**src/design/ssd_pkg.sv**
```systemverilog
// ----------------------------------------------------------------------------
// ssd_pkg
// shared types, constants and tables of the seven-segment scan driver
// ----------------------------------------------------------------------------
package ssd_pkg;

	localparam int unsigned SEG_W       = 8;
	localparam int unsigned SHIFT_BITS  = 8;
	localparam int unsigned BUF_DEPTH   = 4;
	localparam int unsigned DIGITS_DEF  = 4;
	localparam int unsigned IDX_W       = 2;
	localparam int unsigned ANODE_W     = 4;
	localparam int unsigned NUM_W       = 15;
	localparam int unsigned REM_W       = 14;
	localparam int unsigned BCD_W       = 8;
	// power of two, pointers wrap on their own
	localparam int unsigned QUEUE_DEPTH = 2;

	localparam logic [NUM_W-1:0]   NUMBER_MAX  = NUM_W'(9999);
	localparam logic [ANODE_W-1:0] ANODE_FIRST = 4'h8;
	localparam logic [ANODE_W-1:0] ANODES_OFF  = 4'hF;
	localparam logic [SEG_W-1:0]   BLANK_CODE  = 8'h00;

	// result slots of one tick
	localparam int unsigned TICK_LEN  = 2 * SHIFT_BITS + 3;
	localparam int unsigned SLOT_W    = 5;
	localparam int unsigned LATCH_ONE = SHIFT_BITS;
	localparam int unsigned SLOT_OFF  = SHIFT_BITS + 1;
	localparam int unsigned SEG_FIRST = SHIFT_BITS + 2;
	localparam int unsigned SLOT_LAST = TICK_LEN - 1;

	typedef enum logic [1:0] {
		CMD_TICK   = 2'd0,
		CMD_NUMBER = 2'd1,
		CMD_CLOCK  = 2'd2,
		CMD_NONE   = 2'd3
	} cmd_t;

	// one scan tick as queued between front and back
	typedef struct packed {
		logic [SEG_W-1:0]   seg;
		logic [ANODE_W-1:0] anode_on;
	} tick_t;

	typedef struct packed {
		logic full;
		logic empty;
	} q_status_t;

	typedef struct packed {
		logic               serial_data;
		logic               latch_strobe;
		logic [ANODE_W-1:0] anode_lines;
		logic               last;
	} result_t;

	function automatic logic [SEG_W-1:0] seg_code(input logic [3:0] v);
		logic [SEG_W-1:0] c;
		case (v)
			4'd0:    c = 8'h3F;
			4'd1:    c = 8'h06;
			4'd2:    c = 8'h5B;
			4'd3:    c = 8'h4F;
			4'd4:    c = 8'h66;
			4'd5:    c = 8'h6D;
			4'd6:    c = 8'h7D;
			4'd7:    c = 8'h07;
			4'd8:    c = 8'h7F;
			4'd9:    c = 8'h6F;
			default: c = BLANK_CODE;
		endcase
		return c;
	endfunction

	// decimal weight of a conversion step: thousands, hundreds, tens
	function automatic logic [REM_W-1:0] step_weight(input logic [1:0] step);
		logic [REM_W-1:0] w;
		case (step)
			2'd0:    w = REM_W'(1000);
			2'd1:    w = REM_W'(100);
			default: w = REM_W'(10);
		endcase
		return w;
	endfunction

endpackage

```
**src/design/seven_segment_scan_driver.sv**
```systemverilog
// ----------------------------------------------------------------------------
// seven_segment_scan_driver
// four-digit multiplexed seven-segment driver for a serial shift register
// ----------------------------------------------------------------------------
// input channel s_*: one command item per handshake, the command in s_tuser
//   scan tick: queued and played out as nineteen result items
//   show number (0..9999): converted digit by digit, tens and ones together,
//     front busy (s_tready low) until done; larger values are dropped silently
//   show clock and the unused code: no result items
// output channel m_*: one pin event per item, shift bits msb first, latch
//   pulses flagged in m_tuser, m_tlast on the closing latch of a tick
// with the back end idle, a taken tick passes the tick queue and the output
//   register before its first result is valid; a tick then yields one result
//   per cycle while m_tready is high
// the back end's slot counter plays out one tick at a time; a two-entry tick
//   queue lets the front keep taking commands meanwhile
// a stalled receiver holds the output register; the back end freezes and the
//   queue fills, after which s_tready drops
// reset: segments blank, scan at the leftmost digit, all anodes off
// ----------------------------------------------------------------------------
module seven_segment_scan_driver #(
	parameter int unsigned DIGITS = ssd_pkg::DIGITS_DEF
) (
	input  logic        clk,
	input  logic        arst_n,
	input  logic        s_tvalid,
	output logic        s_tready,
	input  logic [31:0] s_tdata,  // number[14:0], hours_bcd[22:15], minutes_bcd[30:23]
	input  logic [1:0]  s_tuser,  // cmd[1:0]
	output logic        m_tvalid,
	input  logic        m_tready,
	output logic [7:0]  m_tdata,  // serial_data[0], anode_lines[4:1]
	output logic [0:0]  m_tuser,  // latch_strobe[0]
	output logic        m_tlast   // last
);

	// front to queue
	logic                  push;
	ssd_pkg::tick_t        push_tick;
	// queue to back
	ssd_pkg::tick_t        head;
	ssd_pkg::q_status_t    q_status;
	logic                  pop;
	ssd_pkg::result_t      res;

	ssd_front #(
		.DIGITS(DIGITS)
	) u_front (
		.clk         (clk),
		.arst_n      (arst_n),
		.in_valid    (s_tvalid),
		.in_ready    (s_tready),
		.cmd         (s_tuser),
		.number      (s_tdata[14:0]),
		.hours_bcd   (s_tdata[22:15]),
		.minutes_bcd (s_tdata[30:23]),
		.q_status    (q_status),
		.push        (push),
		.push_tick   (push_tick)
	);

	ssd_queue u_queue (
		.clk       (clk),
		.arst_n    (arst_n),
		.push      (push),
		.push_tick (push_tick),
		.pop       (pop),
		.head      (head),
		.status    (q_status)
	);

	ssd_back u_back (
		.clk       (clk),
		.arst_n    (arst_n),
		.head      (head),
		.q_status  (q_status),
		.pop       (pop),
		.out_valid (m_tvalid),
		.out_ready (m_tready),
		.out_res   (res)
	);

	// pack the result; the top tdata bits are padding
	assign m_tdata = {3'b000, res.anode_lines, res.serial_data};
	assign m_tuser = res.latch_strobe;
	assign m_tlast = res.last;

endmodule

```
**src/design/ssd_front.sv**
```systemverilog
// ----------------------------------------------------------------------------
// ssd_front
// accepts commands, keeps the segment buffer and scan position, queues ticks
// ----------------------------------------------------------------------------
module ssd_front #(
	parameter int unsigned DIGITS = ssd_pkg::DIGITS_DEF
) (
	input  logic                         clk,
	input  logic                         arst_n,
	input  logic                         in_valid,
	output logic                         in_ready,
	input  logic [1:0]                   cmd,
	input  logic [ssd_pkg::NUM_W-1:0]    number,
	input  logic [ssd_pkg::BCD_W-1:0]    hours_bcd,
	input  logic [ssd_pkg::BCD_W-1:0]    minutes_bcd,
	input  ssd_pkg::q_status_t           q_status,
	output logic                         push,
	output ssd_pkg::tick_t               push_tick
);

	typedef enum logic {ST_IDLE, ST_CONV} state_t;

	state_t                           state_q;
	logic [ssd_pkg::SEG_W-1:0]        buf_q [ssd_pkg::BUF_DEPTH];
	logic [ssd_pkg::IDX_W-1:0]        idx_q;
	logic [ssd_pkg::ANODE_W-1:0]      sel_q;
	logic [ssd_pkg::REM_W-1:0]        rem_q;
	logic [1:0]                       step_q;

	logic                             accept;
	ssd_pkg::cmd_t                    cmd_c;
	logic [ssd_pkg::IDX_W:0]          idx_inc;
	logic                             wrap;
	logic [ssd_pkg::REM_W-1:0]        weight;
	logic [3:0]                       dig;
	logic [ssd_pkg::REM_W-1:0]        rem_next;

	assign in_ready = (state_q == ST_IDLE) && !q_status.full;
	assign accept   = in_valid && in_ready;
	assign cmd_c    = ssd_pkg::cmd_t'(cmd);
	assign push     = accept && (cmd_c == ssd_pkg::CMD_TICK);
	assign push_tick.seg      = buf_q[idx_q];
	assign push_tick.anode_on = ~sel_q;

	assign idx_inc = {1'b0, idx_q} + (ssd_pkg::IDX_W+1)'(1);
	assign wrap    = (idx_inc >= (ssd_pkg::IDX_W+1)'(DIGITS));

	// one decimal digit per cycle by parallel compares against k * weight
	always_comb begin
		weight = ssd_pkg::step_weight(step_q);
		dig    = '0;
		for (int k = 1; k <= 9; k++) begin
			if (rem_q >= ssd_pkg::REM_W'(k) * weight) begin
				dig = 4'(k);
			end
		end
		rem_next = rem_q - ssd_pkg::REM_W'(dig) * weight;
	end

	always_ff @(posedge clk or negedge arst_n) begin
		if (!arst_n) begin
			state_q <= ST_IDLE;
			idx_q   <= '0;
			sel_q   <= ssd_pkg::ANODE_FIRST;
			step_q  <= '0;
			for (int i = 0; i < ssd_pkg::BUF_DEPTH; i++) begin
				buf_q[i] <= ssd_pkg::BLANK_CODE;
			end
		end else begin
			case (state_q)
				ST_IDLE: begin
					if (accept) begin
						case (cmd_c)
							ssd_pkg::CMD_TICK: begin
								if (wrap) begin
									idx_q <= '0;
									sel_q <= ssd_pkg::ANODE_FIRST;
								end else begin
									idx_q <= idx_inc[ssd_pkg::IDX_W-1:0];
									sel_q <= sel_q >> 1;
								end
							end
							ssd_pkg::CMD_NUMBER: begin
								if (number <= ssd_pkg::NUMBER_MAX) begin
									state_q <= ST_CONV;
									step_q  <= '0;
								end
							end
							ssd_pkg::CMD_CLOCK: begin
								buf_q[0] <= ssd_pkg::seg_code(minutes_bcd[3:0]);
								buf_q[1] <= ssd_pkg::seg_code(minutes_bcd[7:4]);
								buf_q[2] <= ssd_pkg::seg_code(hours_bcd[3:0]);
								buf_q[3] <= ssd_pkg::seg_code(hours_bcd[7:4]);
							end
							default: begin
							end
						endcase
					end
				end
				ST_CONV: begin
					buf_q[2'(3 - int'(step_q))] <= ssd_pkg::seg_code(dig);
					step_q <= step_q + 2'd1;
					if (step_q == 2'd2) begin
						buf_q[0] <= ssd_pkg::seg_code(rem_next[3:0]);
						state_q  <= ST_IDLE;
					end
				end
				default: state_q <= ST_IDLE;
			endcase
		end
	end

	// conversion remainder, payload only
	always_ff @(posedge clk) begin
		if (state_q == ST_IDLE) begin
			rem_q <= number[ssd_pkg::REM_W-1:0];
		end else begin
			rem_q <= rem_next;
		end
	end

endmodule

```
**src/design/ssd_queue.sv**
```systemverilog
// ----------------------------------------------------------------------------
// ssd_queue
// short tick queue between front and back
// ----------------------------------------------------------------------------
module ssd_queue (
	input  logic               clk,
	input  logic               arst_n,
	input  logic               push,
	input  ssd_pkg::tick_t     push_tick,
	input  logic               pop,
	output ssd_pkg::tick_t     head,
	output ssd_pkg::q_status_t status
);

	localparam int unsigned PTR_W = $clog2(ssd_pkg::QUEUE_DEPTH);

	ssd_pkg::tick_t     mem_q [ssd_pkg::QUEUE_DEPTH];
	logic [PTR_W-1:0]   wr_ptr_q;
	logic [PTR_W-1:0]   rd_ptr_q;
	logic [PTR_W:0]     count_q;

	assign head         = mem_q[rd_ptr_q];
	assign status.full  = (count_q == (PTR_W+1)'(ssd_pkg::QUEUE_DEPTH));
	assign status.empty = (count_q == '0);

	always_ff @(posedge clk or negedge arst_n) begin
		if (!arst_n) begin
			wr_ptr_q <= '0;
			rd_ptr_q <= '0;
			count_q  <= '0;
		end else begin
			if (push) begin
				wr_ptr_q <= wr_ptr_q + PTR_W'(1);
			end
			if (pop) begin
				rd_ptr_q <= rd_ptr_q + PTR_W'(1);
			end
			if (push && !pop) begin
				count_q <= count_q + (PTR_W+1)'(1);
			end else if (pop && !push) begin
				count_q <= count_q - (PTR_W+1)'(1);
			end
		end
	end

	always_ff @(posedge clk) begin
		if (push) begin
			mem_q[wr_ptr_q] <= push_tick;
		end
	end

endmodule

```
**src/design/ssd_back.sv**
```systemverilog
// ----------------------------------------------------------------------------
// ssd_back
// plays one queued tick out as nineteen pin events into an output register
// ----------------------------------------------------------------------------
module ssd_back (
	input  logic               clk,
	input  logic               arst_n,
	input  ssd_pkg::tick_t     head,
	input  ssd_pkg::q_status_t q_status,
	output logic               pop,
	output logic               out_valid,
	input  logic               out_ready,
	output ssd_pkg::result_t   out_res
);

	logic                              busy_q;
	logic [ssd_pkg::SLOT_W-1:0]        slot_q;
	logic [ssd_pkg::SEG_W-1:0]         seg_q;
	logic [ssd_pkg::ANODE_W-1:0]       anode_on_q;
	logic [ssd_pkg::ANODE_W-1:0]       drive_q;
	logic                              valid_q;
	ssd_pkg::result_t                  res_q;

	logic                              step;
	logic [ssd_pkg::SLOT_W-1:0]        slot;
	logic [2:0]                        bit_sel;
	ssd_pkg::result_t                  res;

	assign step = (!valid_q || out_ready) && (busy_q || !q_status.empty);
	assign pop  = step && !busy_q;
	assign slot = busy_q ? slot_q : '0;
	assign bit_sel = 3'(ssd_pkg::SLOT_W'(ssd_pkg::SLOT_LAST - 1) - slot);

	always_comb begin
		res.serial_data  = 1'b0;
		res.latch_strobe = (slot == ssd_pkg::SLOT_W'(ssd_pkg::LATCH_ONE))
			|| (slot == ssd_pkg::SLOT_W'(ssd_pkg::SLOT_LAST));
		res.last         = (slot == ssd_pkg::SLOT_W'(ssd_pkg::SLOT_LAST));
		res.anode_lines  = drive_q;
		if (slot >= ssd_pkg::SLOT_W'(ssd_pkg::SEG_FIRST)
			&& slot < ssd_pkg::SLOT_W'(ssd_pkg::SLOT_LAST)) begin
			res.serial_data = seg_q[bit_sel];
		end
		if (slot == ssd_pkg::SLOT_W'(ssd_pkg::SLOT_OFF)) begin
			res.anode_lines = ssd_pkg::ANODES_OFF;
		end else if (res.last) begin
			res.anode_lines = anode_on_q;
		end
	end

	always_ff @(posedge clk or negedge arst_n) begin
		if (!arst_n) begin
			busy_q  <= 1'b0;
			slot_q  <= '0;
			drive_q <= ssd_pkg::ANODES_OFF;
			valid_q <= 1'b0;
		end else begin
			// a new result loads, a taken one without successor empties the register
			valid_q <= step || (valid_q && !out_ready);
			if (step) begin
				drive_q <= res.anode_lines;
				if (!busy_q) begin
					busy_q <= 1'b1;
					slot_q <= ssd_pkg::SLOT_W'(1);
				end else if (res.last) begin
					busy_q <= 1'b0;
				end else begin
					slot_q <= slot_q + ssd_pkg::SLOT_W'(1);
				end
			end
		end
	end

	always_ff @(posedge clk) begin
		if (pop) begin
			seg_q      <= head.seg;
			anode_on_q <= head.anode_on;
		end
		if (step) begin
			res_q <= res;
		end
	end

	assign out_valid = valid_q;
	assign out_res   = res_q;

endmodule

```
**config.mk**
```make
export PLATFORM = sky130hd
export DESIGN_NAME = seven_segment_scan_driver
export DESIGN_NICKNAME = d
export VERILOG_FILES = /design/src/design/ssd_pkg.sv /design/src/design/seven_segment_scan_driver.sv /design/src/design/ssd_front.sv /design/src/design/ssd_queue.sv /design/src/design/ssd_back.sv
export SDC_FILE = /design/constraint.sdc
export NUM_CORES = 1
export LEC_CHECK = 0
export ABC_AREA = 1
export BUFFER_PORTS_ARGS = -buffer_cell sky130_fd_sc_hd__buf_4
export CORE_ASPECT_RATIO = 0.5
export CORE_UTILIZATION = 35
export DETAILED_ROUTE_END_ITERATION = 10
export SYNTH_ARGS = -nofsm -noshare
export SYNTH_HDL_FRONTEND = slang
export SYNTH_SLANG_ARGS = --single-unit
```
**constraint.sdc**
```tcl
create_clock -name clk -period 5.5 [get_ports clk]
set_input_delay 0.275 -clock clk [delete_from_list [all_inputs] [get_ports clk]]
set_output_delay 0.275 -clock clk [all_outputs]
set_load 0.005 [all_outputs]
```
## After elaboration in Yosys (flattened, before gate mapping)

Memories as Yosys holds them, arrays and structs flattened. A register that Yosys moved wholly into a read port is not among the register bits.
Cells that the tools add are included.

- Flip-flop bits (word level): 77
- Bits in writable memories: 24
- Memory bits (read-only): 672
- Input port bits: 38
- Output and inout port bits: 12
- Word-level logic and storage cells: 152
- Memories: 7

Memory list:

| name | words | bits a word | read ports | clocked after Yosys merged registers in | wr ports | line | RTL |
|---|---|---|---|---|---|---|---|
| (no name shown) | 16 | 7 | 1 | 0 | 0 | ssd_pkg.sv:59 | `case (v)` |
| (no name shown) | 16 | 7 | 1 | 0 | 0 | ssd_pkg.sv:59 |  |
| (no name shown) | 16 | 7 | 1 | 0 | 0 | ssd_pkg.sv:59 |  |
| (no name shown) | 16 | 7 | 1 | 0 | 0 | ssd_pkg.sv:59 |  |
| (no name shown) | 16 | 7 | 1 | 0 | 0 | ssd_pkg.sv:59 |  |
| (no name shown) | 16 | 7 | 1 | 0 | 0 | ssd_pkg.sv:59 |  |
| +1 memories | n/a | n/a | n/a | n/a | n/a | n/a |  |

- $add $sub $neg: 10
- $mul: 6
- $lt $le $gt $ge: 17
- Equality and inequality tests: 13
- Multiplexer cells: 46
- Bitwise gates (word level): 4
- Reductions and logical operators: 29

Operator list:

| kind | count |
|---|---|
| 14-bit greater-or-equal comparator | 5 |
| 32-bit 2-to-1 mux | 2 |
| 32-bit case mux with 2 select lines | 1 |
| 8-bit 2-to-1 mux | 5 |
| 32-bit bitwise mux | 1 |
| 3-bit by 10-bit multiplier with 13-bit output (first input constant) | 2 |
| 2-bit by 10-bit multiplier with 12-bit output (first input constant) | 2 |
| 4-bit 2-to-1 mux | 5 |
| 10-bit case mux with 2 select lines | 1 |
| 8-bit binary-select mux with 2-bit select | 1 |
| 8-bit demux with 2-bit select | 1 |
| 2-bit 2-to-1 mux | 8 |
| 15-bit by 14-bit <= comparator with 1-bit output (second input constant) | 1 |
| 5-bit 2-to-1 mux | 3 |
| 14-bit by 10-bit greater-or-equal comparator with 1-bit output | 1 |
| 14-bit by 11-bit greater-or-equal comparator with 1-bit output | 1 |
| 14-bit by 12-bit greater-or-equal comparator with 1-bit output | 1 |
| 14-bit by 13-bit greater-or-equal comparator with 1-bit output | 1 |
| 4-bit by 10-bit multiplier with 14-bit output | 1 |
| 4-bit by 10-bit multiplier with 14-bit output (first input constant) | 1 |
| 14-bit 2-to-1 mux | 1 |
| 14-bit subtractor | 1 |
| 3-bit 2-to-1 mux | 4 |
| 5-bit by 4-bit == test with 1-bit output (second input constant) | 2 |
| other kinds (33) | 73 |

## Longest topological paths before layout

Gate-level depths: netlist (run 1).
An unclocked memory read counts as a cell.

- Word-level depth: 17
- Depth in mapped cells: 40

## Cells and area by module

A second synthesis (run 1) with hierarchy kept.

- Cell total of the unflattened synthesis: 1214
- Area, all modules: 9431.5 µm²

By module, submodules not included:

| module | times used | cells each | area an instance (µm²) | sequential area each (µm²) |
|---|---|---|---|---|
| ssd_front | 1 | 1006 | 6852.8 | 1207.4 |
| ssd_back | 1 | 142 | 1445.1 | 850.8 |
| ssd_queue | 1 | 62 | 1107.3 | 820.8 |
| seven_segment_scan_driver | 1 | 4 | 26.3 | 0.0 |

## Worst setup path after synthesis (run 1)

OpenSTA, ideal clock, no wires.

- Kind: register -> register
- From: reg u_front.step_q[1]
- To: reg u_front.rem_q[13] in the netlist's numbering
- Library setup time: 114 ps
- Data arrival time: 5842 ps
- Data required time: 5386 ps
- Slack: -456 ps
- Cell stages (with the launch flop): 30
- Clock period less this slack: 5956 ps
- Path through: dfrtp_1 > inv_1 > ha_1 > inv_1 > ha_1 > nand2_1 > ha_1 > nand2_1 > o21ai_0 > a21oi_1 > nand3_1 > inv_2 > nand2_4 > inv_8 > nand2_2 > nor2_1 > inv_1 > fa_1 > fa_1 > inv_1 > fa_1 > inv_1 > ha_1 > a21oi_1 > a21boi_1 > or2_2 > o21bai_1 > or2_1 > nand3_1 > nand2_1

- Word-level cells in the longest chain between the ends: 15
- Elaborated cells on any way between the ends: 29
- Those cells by class: add/sub: 1; mul: 6; order compare: 9; eq/ne: 1; mux: 11; reduce/logical: 1

Ends and longest elaborated chain:

| what | line | RTL |
|---|---|---|
| start: declaration | ssd_front.sv:28 | `logic [1:0] step_q;` |
| start signal: assignment | ssd_front.sv:102 | `step_q <= step_q + 2'd1;` |
| 2-bit by 1-bit == test with 1-bit output / 2-bit logical NOT (equally long branches) | ssd_pkg.sv:78 | `case (step)` |
| 10-bit case mux with 2 select lines (*) | ssd_pkg.sv:78 |  |
| parallel branches: the longest is 10 deep, another holds 14-bit greater-or-equal comparator | n/a |  |
| 4-bit by 10-bit multiplier with 14-bit output (*) | ssd_front.sv:57 | `rem_next = rem_q - ssd_pkg::REM_W'(dig) * weight;` |
| 14-bit subtractor (*) | ssd_front.sv:57 |  |
| 14-bit 2-to-1 mux (*) | ssd_front.sv:115 | `if (state_q == ST_IDLE) begin` |
| end signal: assignment | ssd_front.sv:116 | `rem_q <= number[ssd_pkg::REM_W-1:0];` |
| end signal: assignment | ssd_front.sv:118 | `rem_q <= rem_next;` |
| end: declaration | ssd_front.sv:27 | `logic [ssd_pkg::REM_W-1:0] rem_q;` |

Every way passes the cells marked *.
A chain may end at the register's enable or synchronous reset.

## Final worst setup path (run 1)

- From: reg u_front.step_q[0]
- To: reg u_front.rem_q[13] in the netlist's numbering

Same word-level chain as after synthesis.

==> results.md, run 1 <==
- Final hold vios: 0
- Number of clock sinks: 106
- Fmax: 189.6 MHz
- CTS tree: yes
- GRT Util Overall: 18.96%
- Largest net degree at the start of global routing: 53
- Crit start category: flip-flop
- IO Port Bufs: 45
- Skew-Pair Late Insertion Delay: 0.37 ns
- Die X: 230.6 um
- Nets: 1,503
- Total negative slack: 0 ns
- CP Capture Type: flip-flop
- Global route overflow: 0
- Crit Path Max Fanout: 8
- Synth unique cells: 55
- Worst Setup Path Type: flip-flop to flip-flop
- Layout cells sized above 1: 22.81%
- Met1 Wirelength: 11,650 um
- Synth warnings: 0
- Top layer in use: met4
- Max incr delay on CP: 0.52 ns
- Remaining antenna violation count: 0
- Finish-stage setup viols: 0
- Least-Margin Pin Slew: 1.009 ns
- First-pass GRT wire length: 39,650 um
- FILL cells: 2,519
- Ys flop type: dfrtp_1
- WL final: 24,980 um
- Max_slew headroom: 32.64%
- Fin Hold WS: 0.1054 ns
- Number of global-route vias before repair: 7,938
- CTS root buf: clkbuf_16
- Final design utilization: 45.00%
- Area grow syn2layout: 25.22%
- Row cnt: 41
- Mapped Area: 9144 sq um
- Critical path's most frequent cell: ha_4
- Dpl hpwl: 19,710 um
- Initial Util: 35.94%
- # DRC: 0
- Outcome: finished, final reports clean
- Die Y: 116.3 um
- Placer Congestion: 0.9481
- Avg Inst Size Synth: 7.677 sq um
- Clk buf depth: 2
- Unrepaired setup endpoints after global routing: yes
- Post-layout minimum cycle time: 5.274 ns
- DRT iter0 DRCs: 419
- Crit-path slowest cell: fa_2
- Post-route insts no fill: 1,668
- Worst hold path class: input pin to flip-flop
- CTS buffer count: 9
- Clock slew seen by the registers of the worst setup and hold paths: 0.09 ns
- EDFF count, synth: 40
- Initial antenna violation count: 0
- Routed via count: 8,202
- Synth Register Bits: 106
- Met3 wire length: 959 um
- Critical path arrival: 5.60 ns
- Synth Instances: 1,191
- Crit share post-route: 95.89%
- Wire per inst: 14.97 um
- Diode count: 0
- Drt first pass iters: 5
- Met2 wire length: 11,920 um
- Worst path required time: 5.82 ns
- Die area: 26,810 sq um
- Max Transition Viols Final: 0
- Layout Skew: 0.01761 ns
- Ys async rst share: 49.06%
- DP Cell Count: 1,640
- H-Tree Depth: 3
- Floorplan core area: 25,440 sq um
- Maxcap violations: 0
- Vias per cell: 4.917
- Io pins: 50
- Post-synthesis sequential area ratio: 30.50%
cell families (layout without fill, tap and decap cells):
logic type      after synthesis  in the layout  share of synthesized area (%)
compound gates              212            212                          13.48
simple gates                510            510                          24.22
xor+xnor                     17             17                          1.628
flops                       106            106                          30.50
other cells                   1              3                        0.04101
fa+ha+maj                   146            146                          21.62
buf+inv                     199            330                          8.511
flip-flops by register name, summed over array words and instances, names as in the netlist, 2 cells and up:
name and count:
u_front.step_q 2, u_front.sel_q 4, u_front.idx_q 2, u_back.out_res 7, u_back.slot_q 5, u_queue.count_q 2, u_front.rem_q 14, u_queue.mem_q 22
u_back.seg_q 7, u_back.anode_on_q 4, u_back.drive_q 4, u_front.buf_q 28
repair_timing:
action                     CTS  global route
gates cloned                 0             0
hold endpoints to repair    47             0
hold buffers                 1             0
setup endpoints to repair    3            14
gates resized for setup     11           126
pin swaps                    3            67
setup buffers                0            11
cell usage in the layout (no fill, tap or decap), types with 14 or more instances in the layout:
master,instances
nand2_1,269
inv_1,154
buf_4,126
ha_1,99
nor2_1,90
o21ai_0,67
a21oi_1,51
nand3_1,46
dfrtp_1,45
edfxtp_1,40
ha_4,25
inv_2,20
o211ai_1,20
fa_1,19
nand4_1,18
a21oi_2,17
nand2_2,16
dfxtp_1,14
cell usage after synthesis (all sizes together), types with 9 or more instances:
cell      n  share of area [%]
a21oi    69                3.9
clkbuf   12               0.49
dfrtp    47                 13
dfxtp    14                3.1
edfxtp   40                 13
fa       20                4.4
ha      126                 17
inv     181                7.6
nand2   297                 13
nand3    52                2.9
nand4    18                1.2
nor2    106                4.6
nor3     19                1.1
o211ai   20                1.6
o21ai    85                4.9
o22ai     9               0.62
or2       9               0.62
xor2     10               0.96
final timing paths:
kind	end	slack, ns	startpoint	cells after the start
max	u_front.rem_q[13]	0.23	u_front.step_q[0]	31
min	u_front.rem_q[0]	0.11	s_tdata[0]	3
max reg2reg	u_front.rem_q[13]	0.23	u_front.step_q[0]	31
min reg2reg	u_queue.count_q[0]	0.47	u_queue.count_q[0]	1
max in group asynchronous	u_front.step_q[0]	4.51	arst_n	2
min in group asynchronous	u_back.out_valid	0.48	arst_n	2
critical path, delay by kind of cell (launching register included):
| kind | cells | cell delay, ns |
|---|---|---|
| adders and majority gates | 7 | 2.34 |
| DFF | 1 | 0.46 |
| AOI/OAI and AO/OA | 3 | 0.49 |
| buffers and inverters | 6 | 0.46 |
| and+or+nand+nor | 15 | 1.47 |
layout make-up:
| cell class | instances | area [sq um] | share of cell area, % |
|---|---|---|---|
| Clock buffer | 9 | 225.2 | 1.967 |
| Clock inverter | 7 | 68.82 | 0.6010 |
| Inverter | 182 | 725.7 | 6.338 |
| Multi-Input combinational cell | 888 | 6183 | 54.01 |
| Sequential cell | 106 | 2791 | 24.38 |
| Tap cell | 344 | 430.4 | 3.759 |
| Timing Repair Buffer | 132 | 1025 | 8.950 |
layer usage:
layer	GRT usage (%)	up-vias
li1	-	4169
met1	24.21	3848
met2	33.17	147
met3	3.418	38
met4	5.386	0
met5	0	-
stage by stage:
stage	setup WS, ns	area [sq um]
finish	0.2259	11450
global placement	-0.09332	10420
global route	-0.1114	11450
detailed placement	-0.1720	10420
floorplan	0.005039	9163
CTS	0.002261	10780
Power of run 1 is not shown: default switching activity piles up to over one toggle a cycle in this logic, so the estimate is an artifact.
==> inputs of run 2 (changes only) <==
==> constraint.sdc (replaced) <==
create_clock -name clk -period 6.6 [get_ports clk]
set_input_delay 0.33 -clock clk [delete_from_list [all_inputs] [get_ports clk]]
set_output_delay 0.33 -clock clk [all_outputs]
set_load 0.005 [all_outputs]
==> run 2 against run 1 <==
Via count fell by 3.6%. Worst hold slack got worse by 0.10 ns. Wire length fell by 7.2%. Fmax fell by 14%. First-iteration DRC count rose by 29%. Highest routed layer unchanged. Final area fell by 11%. Flip-flop and latch count did not move.
==> results.md, run 2 (same netlist as run 1, synthesis figures left out) <==
- Area of the multi-input gates: 5599 sq um (-9.4%)
- IO Port Bufs: 45 (unchanged)
- Remaining antenna violation count: 0 (unchanged)
- Hold buffer count at cts: 0 (-1)
- R2R depth: 28 (-9.7%)
- Largest net degree at the start of global routing: 53 (unchanged)
- Crit start category: flip-flop
- Skew-Pair Late Insertion Delay: 0.37 ns (about the same)
- Nets: 1,422 (-5.4%)
- Wire per inst: 14.61 um (-2.5%)
- Dpl hpwl: 18,450 um (-6.4%)
- Maxcap violations: 0 (unchanged)
- CTS tree: yes
- Area grow syn2layout: 11.49%
- Number of clock sinks: 106 (unchanged)
- DRT iter0 DRCs: 539 (+29%)
- Layout Skew: 0.01317 ns (-0.004443 ns)
- Postcts setup bufs: 0 (unchanged)
- Crit-path slowest cell: fa_1
- Number of global-route vias before repair: 7,685 (-3.2%)
- Finish-stage setup viols: 0 (unchanged)
- Layout cells sized above 1: 9.735% (-13 points)
- Die area: 26,810 sq um (unchanged)
- Final hold vios: 0 (unchanged)
- Critical path's most frequent cell: inv_1
- Max_slew headroom: 28.08% (-4.6 points)
- Outcome: finished, final reports clean
- GRT Util Overall: 18.03% (-0.93 points)
- FILL cells: 2,608 (+3.5%)
- Worst r2r src: u_front.step_q[0]
- WL final: 23,180 um (-7.2%)
- Most common cell after layout, fill and taps aside: nand2_1
- Reg2reg setup slack: 0.45 ns (+0.22 ns)
- # DRC: 0 (unchanged)
- Placer Congestion: 0.9136 (-3.6%)
- Unrepaired setup endpoints after global routing: no
- Crit Reg-Reg Endpoint: u_front.rem_q[13]
- Initial antenna violation count: 0 (unchanged)
- Row cnt: 41 (unchanged)
- Floorplan core area: 25,440 sq um (unchanged)
- Clk buf depth: 2 (unchanged)
- Die Y: 116.3 um (unchanged)
- CTS root buf: clkbuf_16
- Drt first pass iters: 5 (unchanged)
- Global route overflow: 0 (unchanged)
- Fmax: 162.6 MHz (-14%)
- Largest Register: u_front.buf_q
- Post-layout minimum cycle time: 6.151 ns (+0.8767 ns)
- Max Transition Viols Final: 0 (unchanged)
- CTS buffer count: 9 (unchanged)
- Reg area: 2789 sq um (about the same)
- Critical path arrival: 6.47 ns (+0.87 ns)
- Least-Margin Pin Slew: 1.079 ns (+0.06946 ns)
- Worst Setup Path Type: flip-flop to flip-flop
- H-Tree Depth: 3 (unchanged)
- Max reg flops: 28 (unchanged)
- Io pins: 50 (unchanged)
- First-pass GRT wire length: 37,920 um (-4.4%)
- Max incr delay on CP: 0.50 ns (-0.02 ns)
- Diode count: 0 (unchanged)
- Clock slew seen by the registers of the worst setup and hold paths: 0.09 ns (about the same)
- Resized cells post-CTS: 0 (-11)
- Total negative slack: 0 ns (unchanged)
- Crit Path Max Fanout: 9 (+1)
- Die X: 230.6 um (unchanged)
- Worst hold path class: input pin to asynchronous set/reset pin
- Initial Util: 35.94% (unchanged)
- Top Registers: u_front.buf_q (28), u_queue.mem_q (22), u_front.rem_q (14)
- Commonest cells after routing, fill and taps aside: 284 x nand2_1, 169 x inv_1, 124 x ha_1
- Routed via count: 7,905 (-3.6%)
- Worst path required time: 6.92 ns (+1.10 ns)
- CP Capture Type: flip-flop
- Crit share post-route: 93.19% (-2.7 points)
- Vias per cell: 4.981 (+1.3%)
[run 2: changes by cell type in the layout (fill, tap and decap cells not counted), sizes merged]
cell         delta
clkinv          -2
buf            -80
inv             +5
clkinvlp        -3
dlygate4sd3     -1
[run 2: routing by layer]
| metal | track usage [%] | part of all wire [%] |
|---|---|---|
| met2 | 30.76 | 46 |
| met4 | 6.004 | 2.1 |
| met3 | 3.320 | 4.0 |
| met5 | 0 | 0 |
| met1 | 23.27 | 48 |
[run 2: worst max-delay path, delay by kind of cell, from the launching register on]
family	cells	cell delay, ns
and+or+nand+nor	10	1.33
DFF	1	0.43
buffers and inverters	7	0.96
AOI/OAI and AO/OA	5	0.86
adders and majority gates	6	2.50
[run 2: metrics by stage]
step	std cells	util [%]	instance area (sq um)	hold slack [ns]	setup slack (ns)
after global placement	1571	38.86	9887	0.4189	0.4439
after global routing	1587	40.07	10190	0.04465	0.03253
after CTS	1587	40.01	10180	0.02322	0.3019
final	1587	40.07	10190	0.001375	0.4492
after detailed placement	1571	38.86	9887	0.4259	0.3677
after floorplan	1193	-	9151	0.03441	0.6445
[run 2: cell type report]
class	instances	share of cell area (%)
clock buffers	9	2.209
clock inverters	7	0.6627
flip-flops and latches	106	27.36
inverters	182	6.873
multi-input cells	888	54.92
repair buffers	51	3.756
well taps	344	4.222
[run 2: how the worst max path moves through the flow]
stage	start	end
final	u_front.step_q[0]	u_front.rem_q[13]
after global routing	u_front.step_q[0]	u_front.rem_q[13]
after CTS	u_front.step_q[1]	u_front.rem_q[13]
after detailed placement	u_front.step_q[1]	u_front.rem_q[13]
after global placement	u_front.step_q[1]	u_front.rem_q[13]
after floorplan	u_front.step_q[1]	u_front.rem_q[13]
Power of run 2 is left out for the same reason.
